<file path="src/design/dct_pkg.sv">
// Shared types and constants for the dark channel transmission block.
// Used by dct_ctrl, dct_dp and dark_channel_transmission; no dependencies.
`default_nettype none
package dct_pkg;

    localparam int MAX_WIDTH    = 1024;
    localparam int MAX_RADIUS   = 8;
    localparam int RING_ROWS    = 2 * MAX_RADIUS + 2;
    localparam int HEIGHT_LIMIT = 4096;
    localparam int LS_DEPTH     = RING_ROWS * MAX_WIDTH;

    localparam int COL_W   = $clog2(MAX_WIDTH);
    localparam int RMOD_W  = $clog2(RING_ROWS);
    localparam int ROW_W   = $clog2(HEIGHT_LIMIT);
    localparam int ADDR_W  = RMOD_W + COL_W;
    localparam int CNT_W   = $clog2(MAX_WIDTH * HEIGHT_LIMIT) + 1;
    localparam int WCFG_W  = 11;
    localparam int HCFG_W  = 13;
    localparam int RCFG_W  = 4;
    localparam int RECIP_W = 24;
    localparam int IDX_W   = 3;

    localparam logic [15:0] ONE_Q15 = 16'd32768;
    // floor(y / 5) = (y * DIV5_MUL) >> DIV5_SHIFT for y below 2^22
    localparam logic [19:0] DIV5_MUL   = 20'd838861;
    localparam int          DIV5_SHIFT = 22;

    typedef enum logic [IDX_W-1:0] {
        CFG_RECIP_BLUE   = 3'd0,
        CFG_RECIP_GREEN  = 3'd1,
        CFG_RECIP_RED    = 3'd2,
        CFG_RADIUS       = 3'd3,
        CFG_IMAGE_WIDTH  = 3'd4,
        CFG_IMAGE_HEIGHT = 3'd5
    } t_cfg_idx;

    typedef enum logic [1:0] {
        CH_BLUE  = 2'd0,
        CH_GREEN = 2'd1,
        CH_RED   = 2'd2
    } t_chan;

    typedef enum logic [9:0] {
        ST_IDLE  = 10'b00_0000_0001,
        ST_MUL0  = 10'b00_0000_0010,
        ST_MUL1  = 10'b00_0000_0100,
        ST_MUL2  = 10'b00_0000_1000,
        ST_WRITE = 10'b00_0001_0000,
        ST_CHECK = 10'b00_0010_0000,
        ST_SCAN  = 10'b00_0100_0000,
        ST_DRAIN = 10'b00_1000_0000,
        ST_DIV   = 10'b01_0000_0000,
        ST_RES   = 10'b10_0000_0000
    } t_state;

    typedef struct packed {
        logic  accept;
        logic  mul_en;
        t_chan mul_sel;
        logic  write_px;
        logic  scan_init;
        logic  scan_read;
        logic  div_en;
        logic  load_out;
    } t_cmd;

    typedef struct packed {
        logic due;
        logic scan_last;
        logic out_free;
    } t_stat;

endpackage
`default_nettype wire

</file>
<file path="src/design/dct_ctrl.sv">
// Sequencer for the dark channel transmission block.
// Depends on dct_pkg; drives dct_dp through t_cmd and reads t_stat.
`default_nettype none
module dct_ctrl (
    input  wire logic           i_clk,
    input  wire logic           i_rst_n,
    input  wire logic           i_valid,
    input  wire logic           i_mode,
    output logic                o_ready,
    input  wire dct_pkg::t_stat i_stat,
    output dct_pkg::t_cmd       o_cmd
);
    import dct_pkg::*;

    t_state r_state, n_state;

    always_ff @(posedge i_clk) begin
        if (!i_rst_n) begin
            r_state <= ST_IDLE;
        end else begin
            r_state <= n_state;
        end
    end

    assign o_ready = (r_state == ST_IDLE);

    always_comb begin
        n_state = r_state;
        o_cmd   = '0;
        o_cmd.mul_sel = CH_BLUE;
        case (r_state)
            ST_IDLE: begin
                if (i_valid) begin
                    o_cmd.accept = 1'b1;
                    n_state = i_mode ? ST_CHECK : ST_MUL0;
                end
            end
            ST_MUL0: begin
                o_cmd.mul_en = 1'b1;
                o_cmd.mul_sel = CH_BLUE;
                n_state = ST_MUL1;
            end
            ST_MUL1: begin
                o_cmd.mul_en = 1'b1;
                o_cmd.mul_sel = CH_GREEN;
                n_state = ST_MUL2;
            end
            ST_MUL2: begin
                o_cmd.mul_en = 1'b1;
                o_cmd.mul_sel = CH_RED;
                n_state = ST_WRITE;
            end
            ST_WRITE: begin
                o_cmd.write_px = 1'b1;
                n_state = ST_CHECK;
            end
            ST_CHECK: begin
                if (i_stat.due) begin
                    o_cmd.scan_init = 1'b1;
                    n_state = ST_SCAN;
                end else begin
                    n_state = ST_IDLE;
                end
            end
            ST_SCAN: begin
                o_cmd.scan_read = 1'b1;
                if (i_stat.scan_last) begin
                    n_state = ST_DRAIN;
                end
            end
            ST_DRAIN: begin
                n_state = ST_DIV;
            end
            ST_DIV: begin
                o_cmd.div_en = 1'b1;
                n_state = ST_RES;
            end
            ST_RES: begin
                if (i_stat.out_free) begin
                    o_cmd.load_out = 1'b1;
                    n_state = ST_IDLE;
                end
            end
            default: begin
                n_state = ST_IDLE;
            end
        endcase
    end

endmodule
`default_nettype wire

</file>
<file path="config.mk">
export PLATFORM = sky130hd
export DESIGN_NAME = dct_ctrl
export DESIGN_NICKNAME = d
export VERILOG_FILES = /design/src/design/dct_pkg.sv /design/src/design/dct_ctrl.sv
export SDC_FILE = /design/constraint.sdc
export NUM_CORES = 1
export LEC_CHECK = 0
export BUFFER_PORTS_ARGS = -buffer_cell sky130_fd_sc_hd__buf_2
export CAP_MARGIN = 40
export CORE_AREA = 2 2 39 41
export DETAILED_ROUTE_END_ITERATION = 7
export DIE_AREA = 0 0 41 43
export PLACE_DENSITY = 0.75
export SLEW_MARGIN = 30
export SYNTH_ARGS = -nofsm -noshare
export SYNTH_HDL_FRONTEND = slang
export SYNTH_SLANG_ARGS = --single-unit
</file>
<file path="constraint.sdc">
create_clock -name i_clk -period 3.5 [get_ports i_clk]
set_clock_uncertainty 0.15 [all_clocks]
set_input_delay 0.35 -clock i_clk [delete_from_list [all_inputs] [get_ports i_clk]]
set_output_delay 0.35 -clock i_clk [all_outputs]
set_load 0.02 [all_outputs]
</file>
==> results.json, run 1 <==
{
  "top_register": "r_state",
  "totalPowerFinal_mw": 0.317,
  "clkTransAtPathRegs_ns": 0.07,
  "final_cell_area_um2": 791,
  "cts_setup_buffers": 0,
  "arrival_ns": 1.99,
  "wl_per_cell_um": 14.1,
  "gp_congestion": 0.847,
  "placeableCoreArea_um2": 1380,
  "reg.largest.list": "r_state: 10 flops",
  "ctsRootBufferMaster": "clkbuf_4",
  "hold_path.class": "in -> reg",
  "critPathKind": "reg -> out",
  "port_buffers": 16,
  "min_period_ns": 2.49,
  "num_antenna_cells": 0,
  "run_status": "complete, no violations",
  "start_util_pct": 47.3,
  "yosysSeqAreaShare_pct": 30.6,
  "synth_ff_type": "dfxtp_1",
  "final_util_pct": 57.1,
  "setup_ws_ns": 1.01,
  "synthCells": 74,
  "fillers": 130,
  "die_h_um": 43,
  "seq_area_um2": 200,
  "cp.required_ns": 3.00,
  "fp.dieW_um": 41,
  "final_antenna_net_count": 0,
  "cts_buffer_depth": 2,
  "placed_area_um2": 754,
  "placed_cells": 106,
  "ys_types": 36,
  "max_freq_mhz": 401,
  "ios": 17,
  "worst_hold_slack_ns": 0.111,
  "hold_viol": 0,
  "fin_crit_sh_pct": 71.3,
  "worst-path-max-fanout": 6,
  "powerDensity_nw_per_um2": 401,
  "ys_ff_latch": 10,
  "setup_viol": 0,
  "setup_tns_ns": 0,
  "cts_resized": 0,
  "antenna_found_initial": 0,
  "synth_edf_count": 0,
  "rows": 14,
  "dp_hpwl_um": 1190,
  "async_reset_ff_share_pct": 0,
  "syn_area_um2": 654,
  "grt_pass1_vias": 639,
  "cts_made_buffers": 3,
  "multiInputGateArea_um2": 450,
  "dpl_worst_slack_ns": 1.29,
  "tightest_slew_ns": 0.695,
  "overflow": 0,
  "most-common-layout-cells": "16 x buf_2, 10 x dfxtp_1, 5 x nor2_1, 5 x nor3_1, 5 x o21ai_0",
  "grt_pass1_wl_um": 2550,
  "clk_latency_ns": 0.27,
  "first_pass_iters": 4,
  "vias": 682,
  "grt_util_all_layers_pct": 21.1,
  "rsz0062_at_grt": "false",
  "via_per_inst": 6.20,
  "drv_slew": 0,
  "htree_levels": 1,
  "hold_buffers": 0,
  "leakage_nw": 0.321,
  "largest_register_ffs": 10,
  "synth_fp_nets": 81,
  "totalWireLength_um": 1550,
  "start_kind": "flop",
  "maxCapViolations": 0,
  "area_delta_synth_final_pct": 20.8,
  "fin_cells": 110,
  "worst_setup_path_end_kind": "primary output",
  "nNetsFinal": 102,
  "first_iter_violations": 19,
  "die_area_um2": 1760,
  "grt_max_degree": 9,
  "ir_worst_vdd_uv": 188,
  "cts_sinks": 10,
  "yosys_warnings": 0,
  "drive_gt1_share_pct": 30.9,
  "maxSlewHeadroom_pct": 53.2,
  "synth_area_per_cell_um2": 8.84,
  "drc_errors": 0,
  "cts_tree": "done",
  "layout_commonest_cell": "buf_2"
}
synthesized netlist by cell type (2+ instances only):
cell type  instances  share of area (%)
nand3b_1           2                2.3
nor3_1             5                3.8
or3_1              3                2.9
nor4b_1            3                4.0
dfxtp_1           10                 31
or2_2              3                2.9
o21ai_0            5                3.8
nor4_4             2                6.5
nor4_1             3                2.9
nand2_1            3                1.7
nor3b_1            3                3.4
nor2b_1            4                3.8
nor2_1             5                2.9
worst max-delay path: stages, from the launching register on:
cell     delay (ns)
dfxtp_1        0.39
or4_1          0.58
or3_1          0.40
nor3_1         0.16
buf_2          0.19
report_power, final:
group	total [mW]	leakage [nW]	switching, mW	internal, mW
clock network	0.105	0.0210	0.0418	0.0632
registers	0.127	0.0811	0.00847	0.119
logic	0.0846	0.219	0.0512	0.0334
total	0.317	0.321	0.101	0.216
worst paths after layout:
| kind | from | endpoint | depth (start not counted) | slack [ns] |
|---|---|---|---|---|
| max | r_state[4]$_SDFFE_PN0P_ | o_cmd[0] | 4 | 1.01 |
| min | i_mode | r_state[1]$_SDFFE_PN0P_ | 2 | 0.11 |
| max reg2reg | r_state[1]$_SDFFE_PN0P_ | r_state[0]$_SDFFE_PN1P_ | 4 | 1.45 |
| min reg2reg | r_state[1]$_SDFFE_PN0P_ | r_state[2]$_SDFFE_PN0P_ | 2 | 0.40 |
metal layers:
metal	global-route usage [%]	up-vias	wire, µm
li1	-	333	-
met1	26.2	320	672
met2	33.1	27	757
met3	3.14	2	106
met4	11.3	0	12
met5	0	-	0
area by class of cell:
type | instances | share of cell area (%)
Clock buffer | 4 | 4.59
Inverter | 1 | 0.475
Multi-Input combinational cell | 63 | 57.0
Sequential cell | 10 | 25.3
Tap cell | 16 | 2.53
Timing Repair Buffer | 16 | 10.1
cell families after synthesis:
| group | count (synthesis) | share of synthesized area (%) |
|---|---|---|
| flops | 10 | 30.6 |
| simple gates | 46 | 49.7 |
| compound gates | 15 | 16.4 |
| xor+xnor | 2 | 2.68 |
| buf+inv | 1 | 0.573 |
No activity file was read; power rests on OpenSTA's default activity.
==> run 2: changes to the inputs <==
Settings changed: CORE_AREA 2 2 39 41 to default, CORE_UTILIZATION from default to 45, DIE_AREA 0 0 41 43 to default, PLACE_DENSITY 0.75 to 0.72.
Clock period 3.5 ns to 2.1 ns, I/O delays scaled along.
==> results.json, run 2 (same netlist as run 1, synthesis figures left out) <==
{
  "tightest_slew_ns": 0.379,
  "clk_latency_ns": 0.27,
  "via_per_inst": 5.60,
  "totalWireLength_um": 1670,
  "port_buffers": 16,
  "min_period_ns": 2.16,
  "maxSlewHeadroom_pct": 74.4,
  "arrival_ns": 1.80,
  "max_stage_delay_ns": 0.33,
  "critPathKind": "reg -> out",
  "grt_util_all_layers_pct": 23.1,
  "final_util_pct": 76.6,
  "wl_per_cell_um": 13.4,
  "fillers": 93,
  "grt_max_degree": 9,
  "critPathTopFamily": "simple AND/OR/NAND/NOR gates",
  "run_status": "finished, violations left",
  "cts_tree": "done",
  "antenna_found_initial": 0,
  "nNetsFinal": 117,
  "drc_errors": 0,
  "num_antenna_cells": 0,
  "gp_congestion": 0.768,
  "cts_made_buffers": 3,
  "largest_register_ffs": 10,
  "clkTransAtPathRegs_ns": 0.07,
  "drive_gt1_share_pct": 54.1,
  "placeableCoreArea_um2": 1330,
  "worst-path-max-fanout": 3,
  "cts_buffer_depth": 2,
  "powerDensity_nw_per_um2": 596,
  "rsz0062_at_grt": "true",
  "overflow": 0,
  "die_h_um": 40.1,
  "crit_chain": "buf_6, nor4_4, nand3b_1, nor4b_2, buf_2",
  "ios": 17,
  "reg.largest.list": "r_state: 10 flops",
  "fp.dieW_um": 40.1,
  "hold_viol": 0,
  "hold_path.class": "in -> reg",
  "cts_sinks": 10,
  "r2r_slack_ns": 0.18,
  "grt_pass1_wl_um": 2340,
  "layout_commonest_cell": "buf_4",
  "max_freq_mhz": 462,
  "grt_pass1_vias": 562,
  "ir_worst_vdd_uv": 566,
  "worst_setup_path_end_kind": "primary output",
  "htree_levels": 1,
  "totalPowerFinal_mw": 0.610,
  "maxCapViolations": 0,
  "cp_num_buf_inv": 2,
  "ctsRootBufferMaster": "clkbuf_4",
  "area_delta_synth_final_pct": 56.2,
  "multiInputGateArea_um2": 517,
  "vias": 695,
  "die_area_um2": 1610,
  "setup_ws_ns": -0.0623,
  "cp.required_ns": 1.74,
  "violations": "negative setup slack",
  "top_register": "r_state",
  "start_util_pct": 49.1,
  "dp_hpwl_um": 1190,
  "fin_crit_sh_pct": 103,
  "cp_slowest_cell": "dfxtp_2",
  "final_antenna_net_count": 0,
  "seq_area_um2": 211,
  "setup_viol": 4,
  "setup_tns_ns": -0.155,
  "rows": 13,
  "leakage_nw": 0.409,
  "first_pass_iters": 4,
  "drv_slew": 0,
  "most-common-layout-cells": "15 x buf_4, 9 x buf_2, 6 x buf_6, 5 x o21ai_0, 5 x dfxtp_1",
  "first_iter_violations": 5,
  "start_kind": "flop"
}
==> run 2: changes by cell type in the layout (fill, tap and decap cells not counted), sizes merged <==
cell         previous run  this run
dlygate4sd3             0         1
buf                    16        30
==> run 2: layout make-up <==
cell class | instances | area share, %
Inverter | 1 | 0.367
Sequential cell | 10 | 20.7
Timing Repair Buffer | 31 | 23.0
Tap cell | 15 | 1.84
Clock buffer | 4 | 3.55
Multi-Input combinational cell | 63 | 50.6
==> run 2: where the power goes <==
part           switching (mW)  internal, mW
sequential            0.00838         0.197
clock                  0.0726         0.106
combinational           0.116         0.110
total                   0.197         0.413
==> run 2: through the flow <==
step | instance area (µm²) | worst slack (ns) | std cells | hold WS (ns)
2_1_floorplan | 672 | 0.0223 | 74 | 0.139
3_3_place_gp | 831 | 0.158 | 113 | 0.241
3_5_place_dp | 831 | 0.148 | 113 | 0.253
4_1_cts | 938 | -0.0502 | 120 | 0.0395
5_1_grt | 1020 | -0.144 | 124 | 0.0552
6_report | 1020 | -0.0623 | 124 | 0.0485
==> run 2: what timing repair did <==
| action | in CTS | in global routing |
|---|---|---|
| buffers inserted | 2 | 4 |
| cloned | 0 | 0 |
| gates resized for setup | 15 | 17 |
| hold endpoints to repair | 1 | 0 |
| pin swaps | 3 | 5 |
| setup endpoints to repair | 8 | 9 |
| hold buffers | 1 | 0 |
==> run 2: path summary, 6_finish.rpt <==
kind	cells after the start	endpoint	start
worst min register to register	3	r_state[2]$_SDFFE_PN0P_	r_state[2]$_SDFFE_PN0P_
worst max register to register	5	r_state[3]$_SDFFE_PN0P_	r_state[7]$_SDFFE_PN0P_
worst max-delay path	5	o_cmd[6]	r_state[4]$_SDFFE_PN0P_
worst min-delay path	3	r_state[9]$_SDFFE_PN0P_	i_rst_n
==> run 2: worst reg2reg max path, stage by stage (launching register included) <==
cell      delay, ns
dfxtp_1        0.33
buf_4          0.16
nand2b_1       0.22
or4_4          0.54
a21oi_2        0.29
nor3b_1        0.11
==> run 2: routing by layer <==
layer / part of all wire [%] / vias up / track usage, %
li1: - / 361 / -
met1: 48 / 314 / 28.6
met2: 46 / 16 / 34.3
met3: 4.1 / 4 / 10.0
met4: 1.6 / 0 / 10.3
met5: 0 / - / 0
